--- config.mk ---
export PLATFORM = sky130hd
export DESIGN_NAME = radix_integer_text_parser
export DESIGN_NICKNAME = d
export VERILOG_FILES = /design/src/hw/rtl/rtip_pkg.sv /design/src/hw/rtl/radix_integer_text_parser.sv /design/src/hw/rtl/rtip_step.sv
export SDC_FILE = /design/constraint.sdc
export NUM_CORES = 1
export LEC_CHECK = 0
export BUFFER_PORTS_ARGS = -buffer_cell sky130_fd_sc_hd__clkbuf_2
export CORE_UTILIZATION = 45
export CTS_CLUSTER_DIAMETER = 120
export DETAILED_ROUTE_END_ITERATION = 6
export GPL_ROUTABILITY_DRIVEN = 0
export GPL_TIMING_DRIVEN = 0
export PLACE_DENSITY = 0.59
export SETUP_SLACK_MARGIN = 0.5
export SYNTH_ARGS = -nofsm -noshare
export SYNTH_HDL_FRONTEND = slang
export SYNTH_SLANG_ARGS = --single-unit
--- constraint.sdc ---
create_clock -name clk -period 8 [get_ports clk]
set_input_delay 0.4 -clock clk [delete_from_list [all_inputs] [get_ports clk]]
set_output_delay 0.4 -clock clk [all_outputs]
set_load 0.01 [all_outputs]
--- src/hw/rtl/rtip_pkg.sv ---
// Shared types, constants and decode functions for the radix integer text parser.
package rtip_pkg;

  localparam int ACC_WIDTH_DEF    = 64;
  localparam int OFFSET_WIDTH_DEF = 8;
  localparam int BASE_W           = 6;
  localparam int CHAR_W           = 8;
  localparam int DIGIT_W          = 5;
  localparam int PHASE_W          = 3;
  localparam int CFG_INDEX_W      = 8;
  localparam int CFG_DATA_W       = 8;

  localparam logic [CFG_INDEX_W-1:0] CFG_NUMBER_BASE = CFG_INDEX_W'(0);
  localparam logic [CFG_INDEX_W-1:0] CFG_SIGNED_MODE = CFG_INDEX_W'(1);

  localparam logic [CHAR_W-1:0] CH_ZERO    = 8'h30;
  localparam logic [CHAR_W-1:0] CH_NINE    = 8'h39;
  localparam logic [CHAR_W-1:0] CH_MINUS   = 8'h2d;
  localparam logic [CHAR_W-1:0] CH_LOW_X   = 8'h78;
  localparam logic [CHAR_W-1:0] CH_UP_X    = 8'h58;
  localparam logic [CHAR_W-1:0] CH_LOW_A   = 8'h61;
  localparam logic [CHAR_W-1:0] CH_LOW_F   = 8'h66;
  localparam logic [CHAR_W-1:0] CH_UP_A    = 8'h41;
  localparam logic [CHAR_W-1:0] CH_UP_F    = 8'h46;

  localparam logic [BASE_W-1:0] BASE_OCT = BASE_W'(8);
  localparam logic [BASE_W-1:0] BASE_DEC = BASE_W'(10);
  localparam logic [BASE_W-1:0] BASE_HEX = BASE_W'(16);

  localparam logic [DIGIT_W-1:0] DIGIT_NONE = DIGIT_W'(16);

  localparam logic [PHASE_W-1:0] PH_START       = 3'd0;
  localparam logic [PHASE_W-1:0] PH_AFTER_SIGN  = 3'd1;
  localparam logic [PHASE_W-1:0] PH_AUTO_ZERO   = 3'd2;
  localparam logic [PHASE_W-1:0] PH_AUTO_ZERO_X = 3'd3;
  localparam logic [PHASE_W-1:0] PH_HEX_ZERO    = 3'd4;
  localparam logic [PHASE_W-1:0] PH_DIGITS      = 3'd5;

  typedef struct packed {
    logic [PHASE_W-1:0] phase;
    logic [BASE_W-1:0]  base;
    logic               neg;
    logic               stopped;
  } ctrl_t;

  localparam ctrl_t CTRL_RESET = '{phase: PH_START, base: '0, neg: 1'b0, stopped: 1'b0};

  // digit value 0..15, DIGIT_NONE for anything else
  function automatic logic [DIGIT_W-1:0] hex_val(input logic [CHAR_W-1:0] c);
    logic [DIGIT_W-1:0] v;
    v = DIGIT_NONE;
    if (c >= CH_ZERO && c <= CH_NINE) begin
      v = DIGIT_W'(c - CH_ZERO);
    end else if (c >= CH_LOW_A && c <= CH_LOW_F) begin
      v = DIGIT_W'(c - CH_LOW_A) + DIGIT_W'(10);
    end else if (c >= CH_UP_A && c <= CH_UP_F) begin
      v = DIGIT_W'(c - CH_UP_A) + DIGIT_W'(10);
    end
    return v;
  endfunction

  function automatic logic is_x(input logic [CHAR_W-1:0] c);
    return (c == CH_LOW_X) || (c == CH_UP_X);
  endfunction

endpackage

--- src/hw/rtl/radix_integer_text_parser.sv ---
// Top level: character input register, parser state, result register and config.
// m_axis_tvalid is registered; it rises once the last character leaves the input register.
// Throughput: one character per cycle while no last character waits on a held result;
// one 64 x 6 multiply-add per character sets the critical path.
// Backpressure on the result stalls intake only when a last character waits.
// Reset (rst, synchronous) clears config registers, parser state and valids.
module radix_integer_text_parser #(
  parameter int ACC_WIDTH    = rtip_pkg::ACC_WIDTH_DEF,
  parameter int OFFSET_WIDTH = rtip_pkg::OFFSET_WIDTH_DEF,
  parameter int OUT_W        = ((ACC_WIDTH + OFFSET_WIDTH + 7) / 8) * 8
) (
  input  logic                               clk,
  input  logic                               rst,
  input  logic                               cfg_valid,
  output logic                               cfg_ready,
  input  logic [rtip_pkg::CFG_INDEX_W-1:0]   cfg_index,
  input  logic [rtip_pkg::CFG_DATA_W-1:0]    cfg_data,
  input  logic                               s_axis_tvalid,
  output logic                               s_axis_tready,
  input  logic [rtip_pkg::CHAR_W-1:0]        s_axis_tdata,   // char_code
  input  logic                               s_axis_tlast,   // last_char
  output logic                               m_axis_tvalid,
  input  logic                               m_axis_tready,
  output logic [OUT_W-1:0]                   m_axis_tdata    // parsed_value, stop_offset
);
  import rtip_pkg::*;

  logic [BASE_W-1:0]        number_base;
  logic                     signed_mode;

  logic                     s1_valid;
  logic [CHAR_W-1:0]        s1_char;
  logic                     s1_last;
  logic                     s1_adv;
  logic                     res_free;

  ctrl_t                    ctrl, ctrl_next;
  logic [ACC_WIDTH-1:0]     acc, acc_next;
  logic [OFFSET_WIDTH-1:0]  pos, pos_next;
  logic [OFFSET_WIDTH-1:0]  stop_pos, stop_pos_next;

  logic [ACC_WIDTH-1:0]     res_value;
  logic                     res_neg;
  logic [OFFSET_WIDTH-1:0]  res_stop;
  logic [ACC_WIDTH-1:0]     out_value;

  assign cfg_ready     = 1'b1;
  assign res_free      = !m_axis_tvalid || m_axis_tready;
  assign s1_adv        = s1_valid && (!s1_last || res_free);
  assign s_axis_tready = !s1_valid || s1_adv;

  always_ff @(posedge clk) begin
    if (rst) begin
      number_base <= '0;
      signed_mode <= 1'b0;
    end else if (cfg_valid && cfg_ready) begin
      if (cfg_index == CFG_NUMBER_BASE) begin
        number_base <= cfg_data[BASE_W-1:0];
      end else if (cfg_index == CFG_SIGNED_MODE) begin
        signed_mode <= cfg_data[0];
      end
    end
  end

  always_ff @(posedge clk) begin
    if (rst) begin
      s1_valid <= 1'b0;
    end else if (s_axis_tvalid && s_axis_tready) begin
      s1_valid <= 1'b1;
    end else if (s1_adv) begin
      s1_valid <= 1'b0;
    end
  end

  always_ff @(posedge clk) begin
    if (s_axis_tvalid && s_axis_tready) begin
      s1_char <= s_axis_tdata;
      s1_last <= s_axis_tlast;
    end
  end

  rtip_step #(
    .ACC_WIDTH    (ACC_WIDTH),
    .OFFSET_WIDTH (OFFSET_WIDTH)
  ) u_step (
    .ctrl          (ctrl),
    .acc           (acc),
    .pos           (pos),
    .stop_pos      (stop_pos),
    .char_code     (s1_char),
    .last_char     (s1_last),
    .cfg_base      (number_base),
    .cfg_signed    (signed_mode),
    .ctrl_next     (ctrl_next),
    .acc_next      (acc_next),
    .pos_next      (pos_next),
    .stop_pos_next (stop_pos_next)
  );

  always_ff @(posedge clk) begin
    if (rst || (s1_adv && s1_last)) begin
      ctrl     <= CTRL_RESET;
      acc      <= '0;
      pos      <= '0;
      stop_pos <= '0;
    end else if (s1_adv) begin
      ctrl     <= ctrl_next;
      acc      <= acc_next;
      pos      <= pos_next;
      stop_pos <= stop_pos_next;
    end
  end

  always_ff @(posedge clk) begin
    if (rst) begin
      m_axis_tvalid <= 1'b0;
    end else if (s1_adv && s1_last) begin
      m_axis_tvalid <= 1'b1;
    end else if (m_axis_tready) begin
      m_axis_tvalid <= 1'b0;
    end
  end

  always_ff @(posedge clk) begin
    if (s1_adv && s1_last) begin
      res_value <= acc_next;
      res_neg   <= ctrl_next.neg;
      res_stop  <= stop_pos_next;
    end
  end

  assign out_value    = res_neg ? (ACC_WIDTH'(0) - res_value) : res_value;
  assign m_axis_tdata = OUT_W'({res_stop, out_value});

endmodule

--- src/hw/rtl/rtip_step.sv ---
// Per-character next-state logic: prefix handling, digit accumulate, stop tracking.
module rtip_step #(
  parameter int ACC_WIDTH    = rtip_pkg::ACC_WIDTH_DEF,
  parameter int OFFSET_WIDTH = rtip_pkg::OFFSET_WIDTH_DEF
) (
  input  rtip_pkg::ctrl_t                  ctrl,
  input  logic [ACC_WIDTH-1:0]             acc,
  input  logic [OFFSET_WIDTH-1:0]          pos,
  input  logic [OFFSET_WIDTH-1:0]          stop_pos,
  input  logic [rtip_pkg::CHAR_W-1:0]      char_code,
  input  logic                             last_char,
  input  logic [rtip_pkg::BASE_W-1:0]      cfg_base,
  input  logic                             cfg_signed,
  output rtip_pkg::ctrl_t                  ctrl_next,
  output logic [ACC_WIDTH-1:0]             acc_next,
  output logic [OFFSET_WIDTH-1:0]          pos_next,
  output logic [OFFSET_WIDTH-1:0]          stop_pos_next
);
  import rtip_pkg::*;

  localparam logic [OFFSET_WIDTH-1:0] POS_MAX = '1;

  logic [DIGIT_W-1:0]             digit;
  logic [BASE_W-1:0]              begin_base;
  logic [BASE_W-1:0]              mul_base;
  logic                           do_take;
  logic [ACC_WIDTH+BASE_W-1:0]    product;

  assign digit      = hex_val(char_code);
  assign begin_base = (ctrl.phase == PH_START) ? cfg_base : ctrl.base;
  // radix in effect for a digit taken this cycle
  assign mul_base   = (ctrl.phase == PH_START || ctrl.phase == PH_AFTER_SIGN) ?
                        ((begin_base == '0) ? BASE_DEC : begin_base) :
                      (ctrl.phase == PH_AUTO_ZERO_X) ? BASE_HEX : ctrl.base;
  assign product    = acc * mul_base;
  assign pos_next   = (pos == POS_MAX) ? POS_MAX : pos + OFFSET_WIDTH'(1);

  always_comb begin
    ctrl_next     = ctrl;
    acc_next      = acc;
    stop_pos_next = stop_pos;
    do_take       = 1'b0;
    if (!ctrl.stopped) begin
      case (ctrl.phase)
        PH_START, PH_AFTER_SIGN: begin
          ctrl_next.base = begin_base;
          if (ctrl.phase == PH_START && cfg_signed && char_code == CH_MINUS) begin
            ctrl_next.neg   = 1'b1;
            ctrl_next.phase = PH_AFTER_SIGN;
          end else if (begin_base == '0) begin
            if (char_code == CH_ZERO) begin
              ctrl_next.base  = BASE_OCT;
              ctrl_next.phase = PH_AUTO_ZERO;
            end else begin
              ctrl_next.base = BASE_DEC;
              do_take        = 1'b1;
            end
          end else if (begin_base == BASE_HEX && char_code == CH_ZERO) begin
            ctrl_next.phase = PH_HEX_ZERO;
          end else begin
            do_take = 1'b1;
          end
        end
        PH_AUTO_ZERO: begin
          if (is_x(char_code)) begin
            stop_pos_next   = pos;
            ctrl_next.phase = PH_AUTO_ZERO_X;
          end else begin
            do_take = 1'b1;
          end
        end
        PH_AUTO_ZERO_X: begin
          if (digit != DIGIT_NONE) begin
            ctrl_next.base = BASE_HEX;
            do_take        = 1'b1;
          end else begin
            ctrl_next.stopped = 1'b1;  // stop stays at the 'x'
          end
        end
        PH_HEX_ZERO: begin
          if (is_x(char_code)) begin
            ctrl_next.phase = PH_DIGITS;
          end else begin
            do_take = 1'b1;
          end
        end
        default: begin
          do_take = 1'b1;
        end
      endcase

      if (do_take) begin
        ctrl_next.phase = PH_DIGITS;
        if (digit != DIGIT_NONE && {1'b0, digit} < mul_base) begin
          acc_next = product[ACC_WIDTH-1:0] + ACC_WIDTH'(digit);
        end else begin
          ctrl_next.stopped = 1'b1;
          stop_pos_next     = pos;
        end
      end
    end

    // end of string acts as terminator
    if (last_char && !ctrl_next.stopped) begin
      if (ctrl_next.phase != PH_AUTO_ZERO_X) begin
        stop_pos_next = pos_next;
      end
      ctrl_next.stopped = 1'b1;
    end
  end

endmodule

[Word-level counts from Yosys, hierarchy flattened]
Cells that the tools add are included.
Operators by class
  order comparisons: 7
  reductions and logical operators: 32
  multipliers: 1
  equality and inequality tests: 14
  add/sub/neg operators: 8
  muxes and demuxes: 52
  bitwise gates (word level): 2
Operators with widths (count)
  $mux 64: 4
  $add 64x5->64: 1
  $mul 64x6->64: 1
  $mux 8: 8
  $sub 1x64->64 const A: 1
  $mux 6: 7
  $mux 3: 7
  $mux 1: 18
  $eq 8x6->1 const B: 2
  $eq 8x7->1 const B: 2
  $ge 8x7->1 const B: 2
  $le 8x7->1 const B: 2
  $mux 5: 3
  $pmux 6 s2: 1
  $logic_and 1x1->1: 11
  $mux 11: 1
  $add 5x4->5 const B: 2
  $sub 5x1->5 const B: 2
  $pmux 3 s3: 1
  $add 8x1->8 const B: 1
  $eq 8x1->1 const B: 1
  $eq 8x8->1 const B: 1
  $ge 8x6->1 const B: 1
  $le 8x6->1 const B: 1
  other kinds (22): 35
Word-level totals
  logic and storage cells: 132
  input port bits: 30
  flip-flop bits (word level): 182

[Depth between registers and ports, before layout]
  depth in word-level cells: 14
  gate-level depth with buffers: 26
  depth with buffers taken out: 22

[By module]
Synthesis repeated with hierarchy kept, for this count alone.
Second synthesis, totals
  cells, all modules: 2423
  area, all modules: 21615.7 um^2
By module, submodules not included
  rtip_step: area an instance 14112.3 um^2, instances 1, cells an instance 1677
  radix_integer_text_parser: area an instance 7503.4 um^2, instances 1, cells an instance 746

[Worst setup path before layout]
OpenSTA, ideal clock, no wires.
  path kind: reg2reg
  start point: register number_base[0]
  end point: register acc[59]
  clock period less this slack: 6.509 ns
  setup time: 0.122 ns
  arrival time: 6.387 ns
  setup slack: 1.491 ns
  required time: 7.878 ns
  stages on the path, launching flop included: 23
  path through: dfxtp_1 -> or4_1 -> o31ai_1 -> o22ai_1 -> a21oi_1 -> clkbuf_1 -> nand2_1 -> fa_1 -> fa_1 -> inv_1 -> fa_1 -> ha_1 -> ha_1 -> and2_1 -> a311o_1 -> a22oi_1 -> a211oi_1 -> a211oi_1 -> o21ai_0 -> o21ai_0 -> o31ai_1 -> nor4b_1 -> a311o_1
On the way
  cells in the longest elaborated chain, start to end: 10
Ends and longest elaborated chain
  from (decl): RTL line radix_integer_text_parser.sv:28  | logic [BASE_W-1:0] number_base;
  from (signal assigned): RTL line radix_integer_text_parser.sv:58  | number_base <= cfg_data[BASE_W-1:0];
  $mux 6 *: RTL line rtip_step.sv:30  | assign begin_base = (ctrl.phase == PH_START) ? cfg_base : ctrl.base;
  parallel branches: the longest is 7 deep, another holds $mul 64x6->64
  $mux 64 *: RTL line rtip_step.sv:92  | if (do_take) begin
  $mux 64 *: RTL line rtip_step.sv:43  | if (!ctrl.stopped) begin
  to (signal assigned): RTL line radix_integer_text_parser.sv:108  | acc <= acc_next;
  to (decl): RTL line radix_integer_text_parser.sv:38  | logic [ACC_WIDTH-1:0] acc, acc_next;
Every way passes the cells marked *. The select of a mux whose other input is x is not followed.
A chain may end at the register's enable or synchronous reset.

[Worst setup path in the final report]
  start point: register number_base[1]
  end point: register res_value[59], data pin
On the way
  cells in the longest elaborated chain, start to end: 10
Ends and longest elaborated chain
  $mux 6 *: RTL line rtip_step.sv:30
  parallel branches: the longest is 7 deep, another holds $mul 64x6->64
  $mux 64 *: RTL line rtip_step.sv:92
  $mux 64 *: RTL line rtip_step.sv:43
  via acc_next[59]: RTL line radix_integer_text_parser.sv:38
  to (signal assigned): RTL line radix_integer_text_parser.sv:126  | res_value <= acc_next;
  to (decl): RTL line radix_integer_text_parser.sv:42  | logic [ACC_WIDTH-1:0] res_value;
Mark *: on every way through the listed nets, which the timed path passes. The select of a mux whose other input is x is not followed.

==> run_results.csv <==
group,metric,value,unit
outcome,status,"completed",
worst_hold_path,holdPathEnd,"s1_char[0]",
timing,rsz0062_at_grt,"true",
timing,fin_crit_sh,91.8,%
placement,placement.io_buffers,101,
placement,pre_cts_ws,-0.938,ns
global_routing,grt_pass1_wl,105,mm
timing,fin_skew,0.0200,ns
yosys,synth_ff_type,"dfxtp_1",
worst_hold_path,holdPathStages,1,
worst_setup_path,worstPathRequired,8.22,ns
layout,final_common_cell,"and2_1",
worst_setup_path,cp-start-kind,"register",
yosys,syn-instance-count,2332,
worst_setup_path,path_buf_inv,2,
worst_hold_path,hold_path.startpoint,"s_axis_tdata[0]",
global_routing,antenna_found_initial,1,
yosys,syn-num-nets,2739,
layout,drive_above_1_share,9.96,%
clock_tree,clockBufferDepth,2,
routing,routedWlPerCell,22.0,um
pwr,p_switching,0.815,mW
clock_tree,cts_root_buffer,"clkbuf_16",
yosys,syn-cell-area,20900,um^2
routing,drt-total-wl,67.7,mm
worst_setup_path,r2r_start,"number_base[1]",
worst_setup_path,crit_slowest_cell,"or4_1",
floorplanning,die_x,218,um
timing,setup_viol,0,
worst_setup_path,path_max_fanout,10,
timing,period_needed,7.34,ns
routing,dr.pass1.iters,6,
clock_tree,cts_buffers,17,
routing,drcViolationCount,0,
global_routing,grt_pass1_vias,18000,
floorplanning,dieArea,47400,um^2
worst_setup_path,crit_chain,"or4_1 -> o31ai_2 -> o22ai_1 -> a21oi_4 -> clkbuf_4 -> and2_1 -> fa_1 -> fa_1 -> fa_1 -> ha_1 -> ha_1 -> clkbuf_1 -> nand2_1 -> nor4_4 -> nand3_1 -> a211oi_2 -> a211oi_4 -> o21ai_2 -> o21ai_2 -> o31ai_2 -> xnor2_1 -> o21ai_0",
yosys,async_reset_ff_share,0,%
worst_setup_path,crit_cells,22,
yosys,yosysSeqAreaShare,21.3,%
worst_hold_path,hold_path_class,"in2reg",
timing,whs,0.0928,ns
routing,postRouteAntennaNets,0,
pwr,total_power,2.43,mW
worst_setup_path,crit_top_cell,"fa_1",
yosys,yosysUniqueCellTypes,74,
floorplanning,pin_count,105,
worst_setup_path,crit_path_end_kind,"register",
global_routing,grt_overflow,0,
yosys,syn_area_per_cell,8.98,um^2
timing,hold_viol,0,
timing,maxSlewViolCount,0,
job,drv_cap,0,
pwr,power.density,105,nW/um^2
yosys,synth-edff-count,82,
routing,via_per_inst,5.88,
routing,vias,18100,
floorplanning,coreArea,45700,um^2
worst_setup_path,path_delay_family,"compound AO/OA/AOI/OAI gates",
layout,syn_to_final_growth,10.5,%
pwr,seq_power_share,42.6,%
timing,fmax,136,MHz
floorplanning,fp-row-count,78,
pwr,switching_share,33.5,%
routing,dr.first_iter.drc_count,1629,
pwr,p_clk_share,37.4,%
worst_setup_path,reg2regPathDepth,22,
pwr,p_int,1.62,mW
worst_setup_path,ff2ff_setup_slack,0.66,ns
yosys,synthTopCellsByArea,"fa_1 (23%), edfxtp_1 (12%), and2_1 (11%)",
timing,setup_slack,0.657,ns
worst_setup_path,worst-setup-path-type,"reg2reg",
global_routing,grt.total_usage,29.3,%
yosys,yosysTopAreaCellShare,22.8,%
worst_setup_path,cp_data_arrival_time,7.56,ns
yosys,yosysTopAreaCell,"fa_1",
clock_tree,path_clk_slew,0.08,ns
clock_tree,htree_levels,4,
clock_tree,cts_sinks,182,
floorplanning,die-height,218,um
pwr,worst_ir_drop_vdd,145,uV
pwr,p_leak,10.4,nW
worst_setup_path,rr_endpoint,"res_value[59]",
pwr,share_comb_of_total_power,20.0,%
yosys,ys_warn_count,0,
layout,nNetsFinal,2865,
yosys,synth-seq-cells,182,
floorplanning,initial_utilization,45.9,%
timing,worst_pin_slew,1.23,ns
clock_tree,tritoncts,"done",
layout,layout_common_cells,"and2_1 (355), nand2_1 (271), fa_1 (239)",
clock_tree,holdBufCountCts,0,
global_routing,grt_max_degree,33,
worst_setup_path,critPathMaxStageDelay,0.59,ns
timing,relSlewSlack,17.8,%
placement,place_hpwl,52.6,mm
clock_tree,clk_latency,0.49,ns
## repair_timing
action / CTS / global route
resized for setup: 53 / 60
buffers inserted: 1 / 3
endpoints found under the setup margin: 79 / 28
gates cloned: 0 / 0
pin swaps: 1 / 1
## worst reg2reg max path: stages, from the launching register on
cell and delay, ns:
dfxtp_1 0.35, or4_1 0.59, o31ai_2 0.29, o22ai_1 0.18, a21oi_4 0.30, clkbuf_4 0.32, and2_1 0.17, fa_1 0.46
fa_1 0.57, fa_1 0.50, ha_1 0.31, ha_1 0.27, clkbuf_1 0.31, nand2_1 0.18, nor4_4 0.46, nand3_1 0.18
a211oi_2 0.40, a211oi_4 0.13, o21ai_2 0.30, o21ai_2 0.16, o31ai_2 0.39, xnor2_1 0.16, o21ai_0 0.10
## kinds of logic after synthesis
group | after synthesis | synth area share [%]
XOR/XNOR | 127 | 5.38
flip-flops | 182 | 21.3
multiplexers | 15 | 0.735
other | 1 | 0.0179
AND/OR/NAND/NOR | 996 | 24.6
AO/OA/AOI/OAI | 441 | 13.4
adder cells (fa/ha/maj) | 377 | 31.1
buffers and inverters | 193 | 3.49
## stage by stage
| step | std cells | instance area (um^2) | util [%] | setup TNS (ns) |
|---|---|---|---|---|
| after floorplan | 2332 | 20900 | - | 0 |
| after global placement | 3033 | 22200 | 48.6 | -18.38 |
| after detailed placement | 3035 | 22200 | 48.7 | -15.52 |
| after CTS | 3068 | 23000 | 50.4 | 0 |
| after global routing | 3071 | 23100 | 50.7 | 0 |
| final | 3072 | 23200 | 50.7 | 0 |
## synth_stat cells (4+ instances only)
| cell type | n |
|---|---|
| o31ai_1 | 24 |
| inv_1 | 66 |
| nand3_1 | 34 |
| a21boi_0 | 4 |
| nand2_1 | 271 |
| o2111ai_1 | 4 |
| a211o_1 | 4 |
| nor2_1 | 152 |
| o21bai_1 | 16 |
| or2_2 | 7 |
| and2_1 | 355 |
| or3b_2 | 4 |
| edfxtp_1 | 82 |
| a21oi_1 | 141 |
| or4_1 | 9 |
| ha_1 | 138 |
| clkbuf_1 | 116 |
| o211ai_1 | 10 |
| and3_1 | 18 |
| a31oi_1 | 14 |
| fa_1 | 239 |
| nand4_1 | 20 |
| buf_1 | 9 |
| xor2_1 | 18 |
| nor4_1 | 14 |
| dfxtp_1 | 100 |
| nand2b_1 | 20 |
| nor3_1 | 58 |
| a31o_2 | 8 |
| o211a_1 | 5 |
| or3_1 | 9 |
| xnor2_1 | 108 |
| nor2b_1 | 9 |
| mux2i_1 | 12 |
| a211oi_1 | 22 |
| o21ai_0 | 111 |
| o41ai_1 | 9 |
| o221a_2 | 5 |
| a21o_1 | 25 |
| a2111o_1 | 5 |
## power by group through the flow
stage / clock network (mW) / logic [mW] / registers (mW)
after global placement: 0 / 0.460 / 1.06
after floorplan: 0 / 0.312 / 1.04
after global routing: 0.956 / 0.535 / 1.04
after CTS: 0.922 / 0.475 / 1.03
after detailed placement: 0 / 0.467 / 1.06
final: 0.909 / 0.485 / 1.04
## metal layers
layer  part of all wire, %  track usage [%]  vias up  wire (um)
li1                      -                -     8231          -
met3                   8.1             6.61      128       5470
met1                    44             40.0     8921      29800
met2                    45             45.9      776      30400
met4                   3.0             9.44        0       2040
met5                     0                0        -          0
## sequential cells by signal, indices dropped and copies added, names as in the netlist
name           flops
m_axis_tvalid      1
signed_mode        1
res_value         64
number_base        6
stop_pos           8
ctrl              11
pos                8
s1_last            1
acc               64
s1_char            8
res_neg            1
s1_valid           1
res_stop           8
## cell type report
class	count	area, um^2
Sequential cell	182	4460
Buffer	127	561
Fill cell	4280	22500
Timing Repair Buffer	107	576
Antenna cell	1	2.50
Multi-Input combinational cell	1957	15900
Inverter	66	248
Clock inverter	15	180
Clock buffer	17	425
Tap cell	600	751
## worst max path at each step
| stage | start | endpoint | slack, ns |
|---|---|---|---|
| floorplan | number_base[0] | acc[59] | 1.49 |
| global placement | ctrl[9] | res_value[63] | -1.03 |
| detailed placement | ctrl[9] | res_value[63] | -0.94 |
| CTS | ctrl[9] | res_value[63] | 0.51 |
| global route | number_base[1] | res_value[59] | 0.39 |
| finish | number_base[1] | res_value[59] | 0.66 |
(Power assumes the default switching activity.)
